--- src/power_good_sequencer_unit_defines.svh ---
// Assertion helpers for the power good sequencer
`ifndef POWER_GOOD_SEQUENCER_UNIT_DEFINES_SVH
`define POWER_GOOD_SEQUENCER_UNIT_DEFINES_SVH

// Same-cycle implication, checked outside reset
`define PGS_ASSERT_NOW(label, ante, cons, msg) \
	label: assert property (@(posedge clk) disable iff (!arst_n) (ante) |-> (cons)) \
		else $error(msg);

// Next-cycle implication, checked outside reset
`define PGS_ASSERT_NEXT(label, ante, cons, msg) \
	label: assert property (@(posedge clk) disable iff (!arst_n) (ante) |=> (cons)) \
		else $error(msg);

`endif

--- src/pgs_pkg.sv ---
package pgs_pkg;

	localparam int SAMPLE_BITS_DEF = 10;
	localparam int THR_BITS        = 10;
	localparam int RUN_BITS        = 4;
	localparam int WIN_BITS        = 7;
	localparam int ACTION_BITS     = 2;
	localparam int EVENT_BITS      = 3;
	localparam int APB_ADDR_BITS   = 5;
	localparam int APB_DATA_BITS   = 32;
	localparam int REG_IDX_BITS    = 3;

	// action codes
	localparam logic [ACTION_BITS-1:0] ACT_TICK = 2'd0;
	localparam logic [ACTION_BITS-1:0] ACT_ON   = 2'd1;
	localparam logic [ACTION_BITS-1:0] ACT_OFF  = 2'd2;

	// event codes
	localparam logic [EVENT_BITS-1:0] EV_NONE    = 3'd0;
	localparam logic [EVENT_BITS-1:0] EV_GOOD    = 3'd1;
	localparam logic [EVENT_BITS-1:0] EV_RISE_TO = 3'd2;
	localparam logic [EVENT_BITS-1:0] EV_LOST    = 3'd3;
	localparam logic [EVENT_BITS-1:0] EV_FALL_OK = 3'd4;
	localparam logic [EVENT_BITS-1:0] EV_FALL_TO = 3'd5;

	// register indexes
	localparam logic [REG_IDX_BITS-1:0] REG_PRESENT = 3'd0;
	localparam logic [REG_IDX_BITS-1:0] REG_ON      = 3'd1;
	localparam logic [REG_IDX_BITS-1:0] REG_OFF     = 3'd2;
	localparam logic [REG_IDX_BITS-1:0] REG_CONFIRM = 3'd3;
	localparam logic [REG_IDX_BITS-1:0] REG_RISE_WIN = 3'd4;
	localparam logic [REG_IDX_BITS-1:0] REG_FALL_WIN = 3'd5;

	// register reset values
	localparam logic [THR_BITS-1:0] PRESENT_RST = 10'd50;
	localparam logic [THR_BITS-1:0] ON_RST      = 10'd400;
	localparam logic [THR_BITS-1:0] OFF_RST     = 10'd40;
	localparam logic [RUN_BITS-1:0] CONFIRM_RST = 4'd6;
	localparam logic [WIN_BITS-1:0] RISE_WIN_RST = 7'd50;
	localparam logic [WIN_BITS-1:0] FALL_WIN_RST = 7'd100;

endpackage

--- src/pgs_in_if.sv ---
interface pgs_in_if #(
	parameter int SAMPLE_BITS = pgs_pkg::SAMPLE_BITS_DEF
);
	logic                               valid;
	logic                               ready;
	logic [pgs_pkg::ACTION_BITS-1:0]    action;
	logic [SAMPLE_BITS-1:0]             sample;

	modport source (output valid, output action, output sample, input ready);
	modport sink (input valid, input action, input sample, output ready);
endinterface

--- src/pgs_out_if.sv ---
interface pgs_out_if;
	logic                              valid;
	logic                              ready;
	logic                              enable_out;
	logic                              powered;
	logic                              indicator;
	logic                              busy_res;
	logic [pgs_pkg::EVENT_BITS-1:0]    event_res;

	modport source (output valid, output enable_out, output powered, output indicator,
		output busy_res, output event_res, input ready);
	modport sink (input valid, input enable_out, input powered, input indicator,
		input busy_res, input event_res, output ready);
endinterface

--- src/power_good_sequencer_unit.sv ---
// Each transaction passes the input register, then the result register.
// Throughput: one transaction per cycle while the sink is ready. Sequencer state
// updates as each item leaves the input register; consecutive items see each other's
// effect in order; the result register frees once taken, so stalls cost no bubbles.
// Reset (arst_n low, asynchronous): idle, flags and enable low, registers to defaults.
`include "power_good_sequencer_unit_defines.svh"

module power_good_sequencer_unit #(
	parameter int SAMPLE_BITS = pgs_pkg::SAMPLE_BITS_DEF
) (
	input  logic                               clk,
	input  logic                               arst_n,
	pgs_in_if.sink                             inp,
	pgs_out_if.source                          res,
	input  logic                               psel,
	input  logic                               penable,
	input  logic                               pwrite,
	input  logic [pgs_pkg::APB_ADDR_BITS-1:0]  paddr,
	input  logic [pgs_pkg::APB_DATA_BITS-1:0]  pwdata,
	output logic [pgs_pkg::APB_DATA_BITS-1:0]  prdata,
	output logic                               pready
);

	localparam int CMP_BITS = (SAMPLE_BITS > pgs_pkg::THR_BITS) ? SAMPLE_BITS
		: pgs_pkg::THR_BITS;

	localparam logic [1:0] MODE_IDLE  = 2'd0;
	localparam logic [1:0] MODE_WATCH = 2'd1;
	localparam logic [1:0] MODE_RISE  = 2'd2;
	localparam logic [1:0] MODE_FALL  = 2'd3;

	localparam logic [pgs_pkg::RUN_BITS-1:0] RUN_MAX = '1;

	// configuration registers
	logic [pgs_pkg::THR_BITS-1:0]  present_thr_q, on_thr_q, off_thr_q;
	logic [pgs_pkg::RUN_BITS-1:0]  confirm_q;
	logic [pgs_pkg::WIN_BITS-1:0]  rise_win_q, fall_win_q;

	// sequencer state
	logic [1:0]                    mode_q;
	logic [pgs_pkg::RUN_BITS-1:0]  high_run_q;
	logic [pgs_pkg::WIN_BITS-1:0]  samples_left_q;
	logic                          power_q, enable_q, lamp_q;

	// input stage
	logic                             valid_s1;
	logic [pgs_pkg::ACTION_BITS-1:0]  action_s1;
	logic [SAMPLE_BITS-1:0]           sample_s1;

	// result register
	logic                             res_valid_q;
	logic                             res_enable_q, res_powered_q, res_lamp_q, res_busy_q;
	logic [pgs_pkg::EVENT_BITS-1:0]   res_event_q;

	logic advance;
	logic cfg_wr;
	logic [pgs_pkg::REG_IDX_BITS-1:0] reg_idx;

	logic [CMP_BITS-1:0]    present_ext, on_ext, off_ext;
	logic [SAMPLE_BITS-1:0] present_s, on_s, off_s;

	logic [1:0]                    mode_d;
	logic [pgs_pkg::RUN_BITS-1:0]  high_run_d, run_inc;
	logic [pgs_pkg::WIN_BITS-1:0]  samples_left_d;
	logic                          power_d, enable_d, lamp_d;
	logic [pgs_pkg::EVENT_BITS-1:0] event_d;
	logic                          is_high, confirmed, spent;

	assign advance   = valid_s1 && (!res_valid_q || res.ready);
	assign inp.ready = !valid_s1 || advance;

	assign res.valid      = res_valid_q;
	assign res.enable_out = res_enable_q;
	assign res.powered    = res_powered_q;
	assign res.indicator  = res_lamp_q;
	assign res.busy_res   = res_busy_q;
	assign res.event_res  = res_event_q;

	assign pready  = 1'b1;
	assign reg_idx = paddr[pgs_pkg::APB_ADDR_BITS-1:2];
	assign cfg_wr  = psel && penable && pwrite;

	always_comb begin
		case (reg_idx)
			pgs_pkg::REG_PRESENT:  prdata = pgs_pkg::APB_DATA_BITS'(present_thr_q);
			pgs_pkg::REG_ON:       prdata = pgs_pkg::APB_DATA_BITS'(on_thr_q);
			pgs_pkg::REG_OFF:      prdata = pgs_pkg::APB_DATA_BITS'(off_thr_q);
			pgs_pkg::REG_CONFIRM:  prdata = pgs_pkg::APB_DATA_BITS'(confirm_q);
			pgs_pkg::REG_RISE_WIN: prdata = pgs_pkg::APB_DATA_BITS'(rise_win_q);
			pgs_pkg::REG_FALL_WIN: prdata = pgs_pkg::APB_DATA_BITS'(fall_win_q);
			default:               prdata = '0;
		endcase
	end

	always_ff @(posedge clk or negedge arst_n) begin
		if (!arst_n) begin
			present_thr_q <= pgs_pkg::PRESENT_RST;
			on_thr_q      <= pgs_pkg::ON_RST;
			off_thr_q     <= pgs_pkg::OFF_RST;
			confirm_q     <= pgs_pkg::CONFIRM_RST;
			rise_win_q    <= pgs_pkg::RISE_WIN_RST;
			fall_win_q    <= pgs_pkg::FALL_WIN_RST;
		end else if (cfg_wr) begin
			case (reg_idx)
				pgs_pkg::REG_PRESENT:  present_thr_q <= pwdata[pgs_pkg::THR_BITS-1:0];
				pgs_pkg::REG_ON:       on_thr_q      <= pwdata[pgs_pkg::THR_BITS-1:0];
				pgs_pkg::REG_OFF:      off_thr_q     <= pwdata[pgs_pkg::THR_BITS-1:0];
				pgs_pkg::REG_CONFIRM:  confirm_q     <= pwdata[pgs_pkg::RUN_BITS-1:0];
				pgs_pkg::REG_RISE_WIN: rise_win_q    <= pwdata[pgs_pkg::WIN_BITS-1:0];
				pgs_pkg::REG_FALL_WIN: fall_win_q    <= pwdata[pgs_pkg::WIN_BITS-1:0];
				default: ;
			endcase
		end
	end

	// fit thresholds to the sample width
	assign present_ext = CMP_BITS'(present_thr_q);
	assign on_ext      = CMP_BITS'(on_thr_q);
	assign off_ext     = CMP_BITS'(off_thr_q);
	assign present_s   = present_ext[SAMPLE_BITS-1:0];
	assign on_s        = on_ext[SAMPLE_BITS-1:0];
	assign off_s       = off_ext[SAMPLE_BITS-1:0];

	always_comb begin
		mode_d         = mode_q;
		high_run_d     = high_run_q;
		samples_left_d = samples_left_q;
		power_d        = power_q;
		enable_d       = enable_q;
		lamp_d         = lamp_q;
		event_d        = pgs_pkg::EV_NONE;

		// commands restart any running sequence
		if (action_s1 == pgs_pkg::ACT_ON) begin
			enable_d       = 1'b1;
			mode_d         = MODE_RISE;
			high_run_d     = '0;
			samples_left_d = rise_win_q;
		end else if (action_s1 == pgs_pkg::ACT_OFF) begin
			enable_d       = 1'b0;
			mode_d         = MODE_FALL;
			high_run_d     = '0;
			samples_left_d = fall_win_q;
		end else if (mode_q == MODE_IDLE) begin
			if (sample_s1 <= present_s) begin
				if (power_q)
					event_d = pgs_pkg::EV_LOST;
				power_d = 1'b0;
				lamp_d  = 1'b0;
			end else if (!power_q) begin
				mode_d         = MODE_WATCH;
				high_run_d     = '0;
				samples_left_d = rise_win_q;
			end
		end

		is_high   = (mode_d == MODE_WATCH) ? (sample_s1 > present_s) : (sample_s1 > on_s);
		run_inc   = (high_run_d < RUN_MAX) ? high_run_d + 1'b1 : high_run_d;
		confirmed = is_high && (run_inc >= confirm_q);
		spent     = (samples_left_d <= pgs_pkg::WIN_BITS'(1));

		case (mode_d)
			MODE_WATCH, MODE_RISE: begin
				high_run_d = is_high ? run_inc : '0;
				if (confirmed) begin
					power_d = 1'b1;
					if (mode_d == MODE_WATCH)
						lamp_d = 1'b1;
					event_d = pgs_pkg::EV_GOOD;
					mode_d  = MODE_IDLE;
				end else begin
					samples_left_d = spent ? '0 : samples_left_d - 1'b1;
					if (spent) begin
						if (mode_d == MODE_WATCH) begin
							power_d = 1'b0;
							lamp_d  = 1'b0;
						end
						event_d = pgs_pkg::EV_RISE_TO;
						mode_d  = MODE_IDLE;
					end
				end
			end
			MODE_FALL: begin
				if (sample_s1 < off_s) begin
					power_d        = 1'b0;
					event_d        = pgs_pkg::EV_FALL_OK;
					mode_d         = MODE_IDLE;
					samples_left_d = '0;
				end else begin
					samples_left_d = spent ? '0 : samples_left_d - 1'b1;
					if (spent) begin
						event_d = pgs_pkg::EV_FALL_TO;
						mode_d  = MODE_IDLE;
					end
				end
			end
			default: ;
		endcase

		if (mode_d == MODE_IDLE)
			high_run_d = '0;
	end

	// input stage control
	always_ff @(posedge clk or negedge arst_n) begin
		if (!arst_n) begin
			valid_s1 <= 1'b0;
		end else if (inp.ready) begin
			valid_s1 <= inp.valid;
		end
	end

	always_ff @(posedge clk) begin
		if (inp.ready && inp.valid) begin
			action_s1 <= inp.action;
			sample_s1 <= inp.sample;
		end
	end

	// sequencer state and result valid
	always_ff @(posedge clk or negedge arst_n) begin
		if (!arst_n) begin
			mode_q         <= MODE_IDLE;
			high_run_q     <= '0;
			samples_left_q <= '0;
			power_q        <= 1'b0;
			enable_q       <= 1'b0;
			lamp_q         <= 1'b0;
			res_valid_q    <= 1'b0;
		end else begin
			if (advance) begin
				mode_q         <= mode_d;
				high_run_q     <= high_run_d;
				samples_left_q <= samples_left_d;
				power_q        <= power_d;
				enable_q       <= enable_d;
				lamp_q         <= lamp_d;
				res_valid_q    <= 1'b1;
			end else if (res.ready) begin
				res_valid_q    <= 1'b0;
			end
		end
	end

	always_ff @(posedge clk) begin
		if (advance) begin
			res_enable_q  <= enable_d;
			res_powered_q <= power_d;
			res_lamp_q    <= lamp_d;
			res_busy_q    <= (mode_d != MODE_IDLE);
			res_event_q   <= event_d;
		end
	end

	`PGS_ASSERT_NOW(a_idle_run_clear, mode_q == MODE_IDLE, high_run_q == '0, "run count left in idle")
	`PGS_ASSERT_NOW(a_watch_unpowered, mode_q == MODE_WATCH, !power_q, "watch window while powered")
	`PGS_ASSERT_NEXT(a_good_sets_flag, advance && event_d == pgs_pkg::EV_GOOD, res_powered_q && power_q, "confirm without power flag")
	`PGS_ASSERT_NEXT(a_fall_ok_off, advance && event_d == pgs_pkg::EV_FALL_OK, !res_powered_q && !res_enable_q, "fall confirmed with supply on")

endmodule

--- src/flat_wrapper.sv ---
// flat-port wrapper written by rule: the top's interface ports become plain ports
module power_good_sequencer_unit_flat 
#(
	parameter int SAMPLE_BITS = pgs_pkg::SAMPLE_BITS_DEF
)
  (clk, arst_n, psel, penable, pwrite, paddr, pwdata, prdata, pready, inp_valid, inp_action, inp_sample, inp_ready, res_valid, res_enable_out, res_powered, res_indicator, res_busy_res, res_event_res, res_ready);
  pgs_in_if #(.SAMPLE_BITS(SAMPLE_BITS)) inp_i ();
  pgs_out_if res_i ();
  input  logic clk;
  input  logic arst_n;
  input  logic psel;
  input  logic penable;
  input  logic pwrite;
  input  logic [pgs_pkg::APB_ADDR_BITS-1:0] paddr;
  input  logic [pgs_pkg::APB_DATA_BITS-1:0] pwdata;
  output logic [pgs_pkg::APB_DATA_BITS-1:0] prdata;
  output logic pready;
  input wire logic [$bits(inp_i.valid)-1:0] inp_valid;
  input wire logic [$bits(inp_i.action)-1:0] inp_action;
  input wire logic [$bits(inp_i.sample)-1:0] inp_sample;
  output wire logic [$bits(inp_i.ready)-1:0] inp_ready;
  output wire logic [$bits(res_i.valid)-1:0] res_valid;
  output wire logic [$bits(res_i.enable_out)-1:0] res_enable_out;
  output wire logic [$bits(res_i.powered)-1:0] res_powered;
  output wire logic [$bits(res_i.indicator)-1:0] res_indicator;
  output wire logic [$bits(res_i.busy_res)-1:0] res_busy_res;
  output wire logic [$bits(res_i.event_res)-1:0] res_event_res;
  input wire logic [$bits(res_i.ready)-1:0] res_ready;
  assign inp_i.valid = inp_valid;
  assign inp_i.action = inp_action;
  assign inp_i.sample = inp_sample;
  assign inp_ready = inp_i.ready;
  assign res_valid = res_i.valid;
  assign res_enable_out = res_i.enable_out;
  assign res_powered = res_i.powered;
  assign res_indicator = res_i.indicator;
  assign res_busy_res = res_i.busy_res;
  assign res_event_res = res_i.event_res;
  assign res_i.ready = res_ready;
  power_good_sequencer_unit #(.SAMPLE_BITS(SAMPLE_BITS)) u_core (.clk(clk), .arst_n(arst_n), .inp(inp_i), .res(res_i), .psel(psel), .penable(penable), .pwrite(pwrite), .paddr(paddr), .pwdata(pwdata), .prdata(prdata), .pready(pready));
endmodule
--- config.mk ---
export PLATFORM = sky130hd
export DESIGN_NAME = power_good_sequencer_unit_flat
export DESIGN_NICKNAME = d
export VERILOG_FILES = /design/src/pgs_pkg.sv /design/src/pgs_in_if.sv /design/src/pgs_out_if.sv /design/src/power_good_sequencer_unit.sv /design/src/flat_wrapper.sv
export VERILOG_INCLUDE_DIRS = /design/src /design/src/src
export SDC_FILE = /design/constraint.sdc
export NUM_CORES = 1
export LEC_CHECK = 0
export ABC_AREA = 0
export BUFFER_PORTS_ARGS = -buffer_cell sky130_fd_sc_hd__clkbuf_2
export CAP_MARGIN = 0
export CORE_MARGIN = 3
export CORE_UTILIZATION = 53
export CTS_BUF_LIST = sky130_fd_sc_hd__clkbuf_4
export CTS_CLUSTER_SIZE = 30
export DETAILED_ROUTE_END_ITERATION = 16
export HOLD_SLACK_MARGIN = 0.05
export PLACE_DENSITY = 0.88
export SLEW_MARGIN = 10
export SYNTH_ARGS = -nofsm -noshare
export SYNTH_HDL_FRONTEND = slang
export SYNTH_SLANG_ARGS = --single-unit
--- constraint.sdc ---
create_clock -name clk -period 4.99 [get_ports clk]
set_clock_uncertainty 0.2 [all_clocks]
set_input_delay 0.2495 -clock clk [delete_from_list [all_inputs] [get_ports clk]]
set_output_delay 0.2495 -clock clk [all_outputs]
set_load 0.1 [all_outputs]
==> results.cfg <==
[pwr]
power_frac_seq = 0.366
power_frac_clock = 0.148
power_leakage_nw = 2.94
power_density_nw_per_um2 = 431
internal-power_mw = 1.47
ir_worst_vdd_mv = 0.216
swShare = 0.469
pwr-share-comb = 0.486
p_sw_mw = 1.30

[detailed_routing]
drcViolationCount = 0
viasPerCell = 6.22
routedWlPerCell_um = 18.9
antenna_left = 0
drt_wl_total_mm = 15.2
drt_first_pass_iters = 5
num_vias = 5003
drtIter0Drc = 562

[worst_setup_path]
rrSetupSlack_ps = 110
cp_common_cell = a21o_1
critPathLaunchType = register
cp_cell_sequence = ha_4, a21oi_2, o21ai_0, a2111o_1, a21oi_4, and2_1, ha_4, nand3_4, nor2_4, mux2_4, ha_1, a21o_1, a21o_1, a21oi_2, a21o_1, o2bb2ai_2, o21ai_2, or4_1, a31oi_1
slowest_stage = edfxtp_1
reg2regPathDepth = 19
critPathTopFamily = compound AO/OA/AOI/OAI gates
worst-endpoint-arrival_ps = 5050
worst-path-max-fanout = 4
crit_path_end_kind = register
cp_data_required_time_ps = 5170
r2r_end = u_core.samples_left_q[6]
path_buf_inv = 0
cp.depth = 19
r2r-start = u_core.sample_s1[7]
max_stage_delay_ps = 520
path_class = reg2reg

[yosys]
syn_area_um2 = 5490
syn_inst = 575
yosysWarningCount = 0
synthArstFlopShare = 0.776
synth_edf_count = 19
synthDistinctLibCells = 68
seq_area_frac_synth = 0.409
avgSynthCellArea_um2 = 9.54
synth_ff_type = dfrtp_1
ys_ff_latch = 85

[global_routing]
grt_max_degree = 67
antenna_found_initial = 0
grt_pass1_vias = 4862
grt_pass1_wl_mm = 22.9
grt_usage = 0.250
grt_overflow = 0

[sta]
final.setup.worst_slack_ps = 114
maxSlewHeadroom = 0.256
fmax_mhz = 205
hold_viol = 0
period_share = 0.977
setup_violations = 0
maxSlewViolCount = 0
tightest_slew_ps = 1110
fin_setup_tns_ps = 0
min_period_ps = 4880

[cells_and_area]
finalCoreUtilization = 0.651
nFillCells = 741
fin_cells = 804
fin_nets = 761
drive_above_1_share = 0.244
antenna_cells = 0
syn2layout_area_growth_pct = 17.6

[run_status]
outcome = complete, no violations

[floorplan]
start_util = 0.554
die_area_um2 = 11600
io-pin-count = 98
dieHeight_um = 108
rows = 36
fp.coreArea_um2 = 9910
die-width_um = 108

[place]
gp_congestion = 0.935
pre_cts_ws_ps = -64.4
portBuffers = 50
dp_cells = 750
hpwlAfterDp_mm = 10.1

[worst_hold_path]
holdCritStartpoint = penable
hp-class = in2reg
min_to = u_core.off_ext[0]
whs_path_depth = 4

[clock_tree]
root_buffer = clkbuf_4
cts_tree = yes
htree_num_levels = 3
cts_buffers = 9
clk_path_buf_depth = 2
cts.sinks = 85
clk_pin_slew_ps = 180
clock_latency_ps = 470

[job]
cap_violations = 0
-- sequential cells by signal, indices dropped and copies added, names as in the netlist, 3 cells and up --
name,count
u_core.present_ext,10
u_core.confirm_q,4
u_core.fall_win_q,7
u_core.res.event_res,3
u_core.high_run_q,4
u_core.off_ext,10
u_core.on_ext,10
u_core.sample_s1,10
u_core.rise_win_q,7
u_core.samples_left_q,7
-- cell usage in the layout (no fill, tap or decap), types with 3 or more instances in the layout --
master          n
a211o_1         3
a211oi_1       10
a21o_1         11
a21oi_1        23
a21oi_2         4
a221o_1         3
a221oi_1        6
a22oi_1         3
a31oi_1         8
and2_1          8
and3_1          3
buf_4          25
clkbuf_2       50
clkbuf_4        9
conb_1         23
dfrtp_1        50
dfstp_2        16
dlygate4sd3_1  26
edfxtp_1       19
ha_1           33
ha_4            6
inv_1          44
inv_8           3
mux2_2         28
mux2i_1        11
nand2_1        65
nand2b_1        9
nand3_1         4
nand4_1         7
nor2_1         45
nor3_1          6
o211ai_1        4
o21a_1          5
o21ai_0        38
o21ai_1         4
o22ai_1         7
o41ai_1         3
or3_1           3
-- metal layers --
metal,GRT usage,vias to the layer above,routed length [um]
met5,0,-,0
met4,0.126,0,792
met3,0.0456,80,1260
met2,0.413,326,7320
met1,0.313,2397,5780
li1,-,2200,-
-- synth_stat cells, types with 4 or more instances --
| cell type | n | area (um2) |
|---|---|---|
| edfxtp_1 | 19 | 571 |
| nand2b_1 | 9 | 56.3 |
| o21a_1 | 5 | 37.5 |
| and2_1 | 9 | 56.3 |
| a21o_1 | 11 | 82.6 |
| nand3_1 | 6 | 30.0 |
| nand4_1 | 7 | 43.8 |
| mux2i_1 | 11 | 110 |
| o21ai_0 | 39 | 195 |
| inv_1 | 44 | 165 |
| o211ai_1 | 4 | 30.0 |
| clkbuf_1 | 16 | 60.1 |
| nor3_1 | 6 | 30.0 |
| a221oi_1 | 6 | 52.6 |
| a21oi_1 | 27 | 135 |
| dfrtp_1 | 50 | 1250 |
| buf_4 | 23 | 173 |
| mux2_2 | 29 | 327 |
| dfstp_2 | 16 | 420 |
| nor2_1 | 46 | 173 |
| ha_1 | 39 | 488 |
| a31oi_1 | 8 | 50.1 |
| nand2_1 | 65 | 244 |
| a211oi_1 | 10 | 75.1 |
| or3_1 | 4 | 25.0 |
| o22ai_1 | 7 | 43.8 |
-- logic make-up after synthesis --
logic type,count (synthesis),share of synthesized area
AND/OR/NAND/NOR,165,0.140
AO/OA/AOI/OAI,153,0.194
buffers and inverters,87,0.0782
flip-flops,85,0.409
adder cells (fa/ha/maj),41,0.0928
multiplexers,41,0.0837
other,2,0.00137
XOR/XNOR,1,0.00160
-- per-stage QoR --
step	instance area [um2]	total power [mW]	hold slack [ps]
final	6450	2.78	140
after CTS	6240	2.65	139
after floorplan	5560	1.95	-246
after global placement	5820	2.17	226
after detailed placement	5820	2.23	228
after global routing	6450	2.92	160
-- final cells by class --
type,count,area [um2],share of cell area
multi-input combinational,424,3030,0.470
sequential,85,2240,0.347
timing repair buffer,101,698,0.108
inverter,45,169,0.0262
tap,133,166,0.0258
clock inverter,7,76.3,0.0118
clock buffer,9,67.6,0.0105
-- power by group through the flow --
stage               Sequential (mW)  Combinational [mW]  Clock, mW
floorplan                      1.08               0.872          0
global placement               1.01                1.16          0
detailed placement             1.02                1.20          0
CTS                            1.01                1.24      0.409
global route                   1.03                1.45      0.442
finish                         1.02                1.35      0.410
-- worst min-delay path, delay by kind of cell --
kind | cells | cell delay [ps]
buffers and inverters | 1 | 90
AND/OR/NAND/NOR | 2 | 230
multiplexers | 1 | 220
-- how the worst max path moves through the flow --
stage / endpoint / start / slack (ps)
2_1_floorplan: u_core.samples_left_q[6] / u_core.sample_s1[3] / 90
3_3_place_gp: u_core.samples_left_q[6] / u_core.present_ext[5] / 80
3_5_place_dp: u_core.samples_left_q[6] / u_core.present_ext[5] / -60
4_1_cts: u_core.samples_left_q[6] / u_core.present_ext[5] / 30
5_1_grt: u_core.samples_left_q[6] / u_core.sample_s1[7] / -60
6_report: u_core.samples_left_q[6] / u_core.sample_s1[7] / 110
-- timing repair --
| action | 4_1_cts | 5_1_grt |
|---|---|---|
| endpoints found under the hold margin | 112 | 0 |
| pin swaps | 0 | 9 |
| resized for setup | 4 | 18 |
| hold buffers | 26 | 0 |
| setup endpoints to repair | 12 | 13 |
| buffers inserted | 0 | 12 |
(Power assumes the default switching activity.)
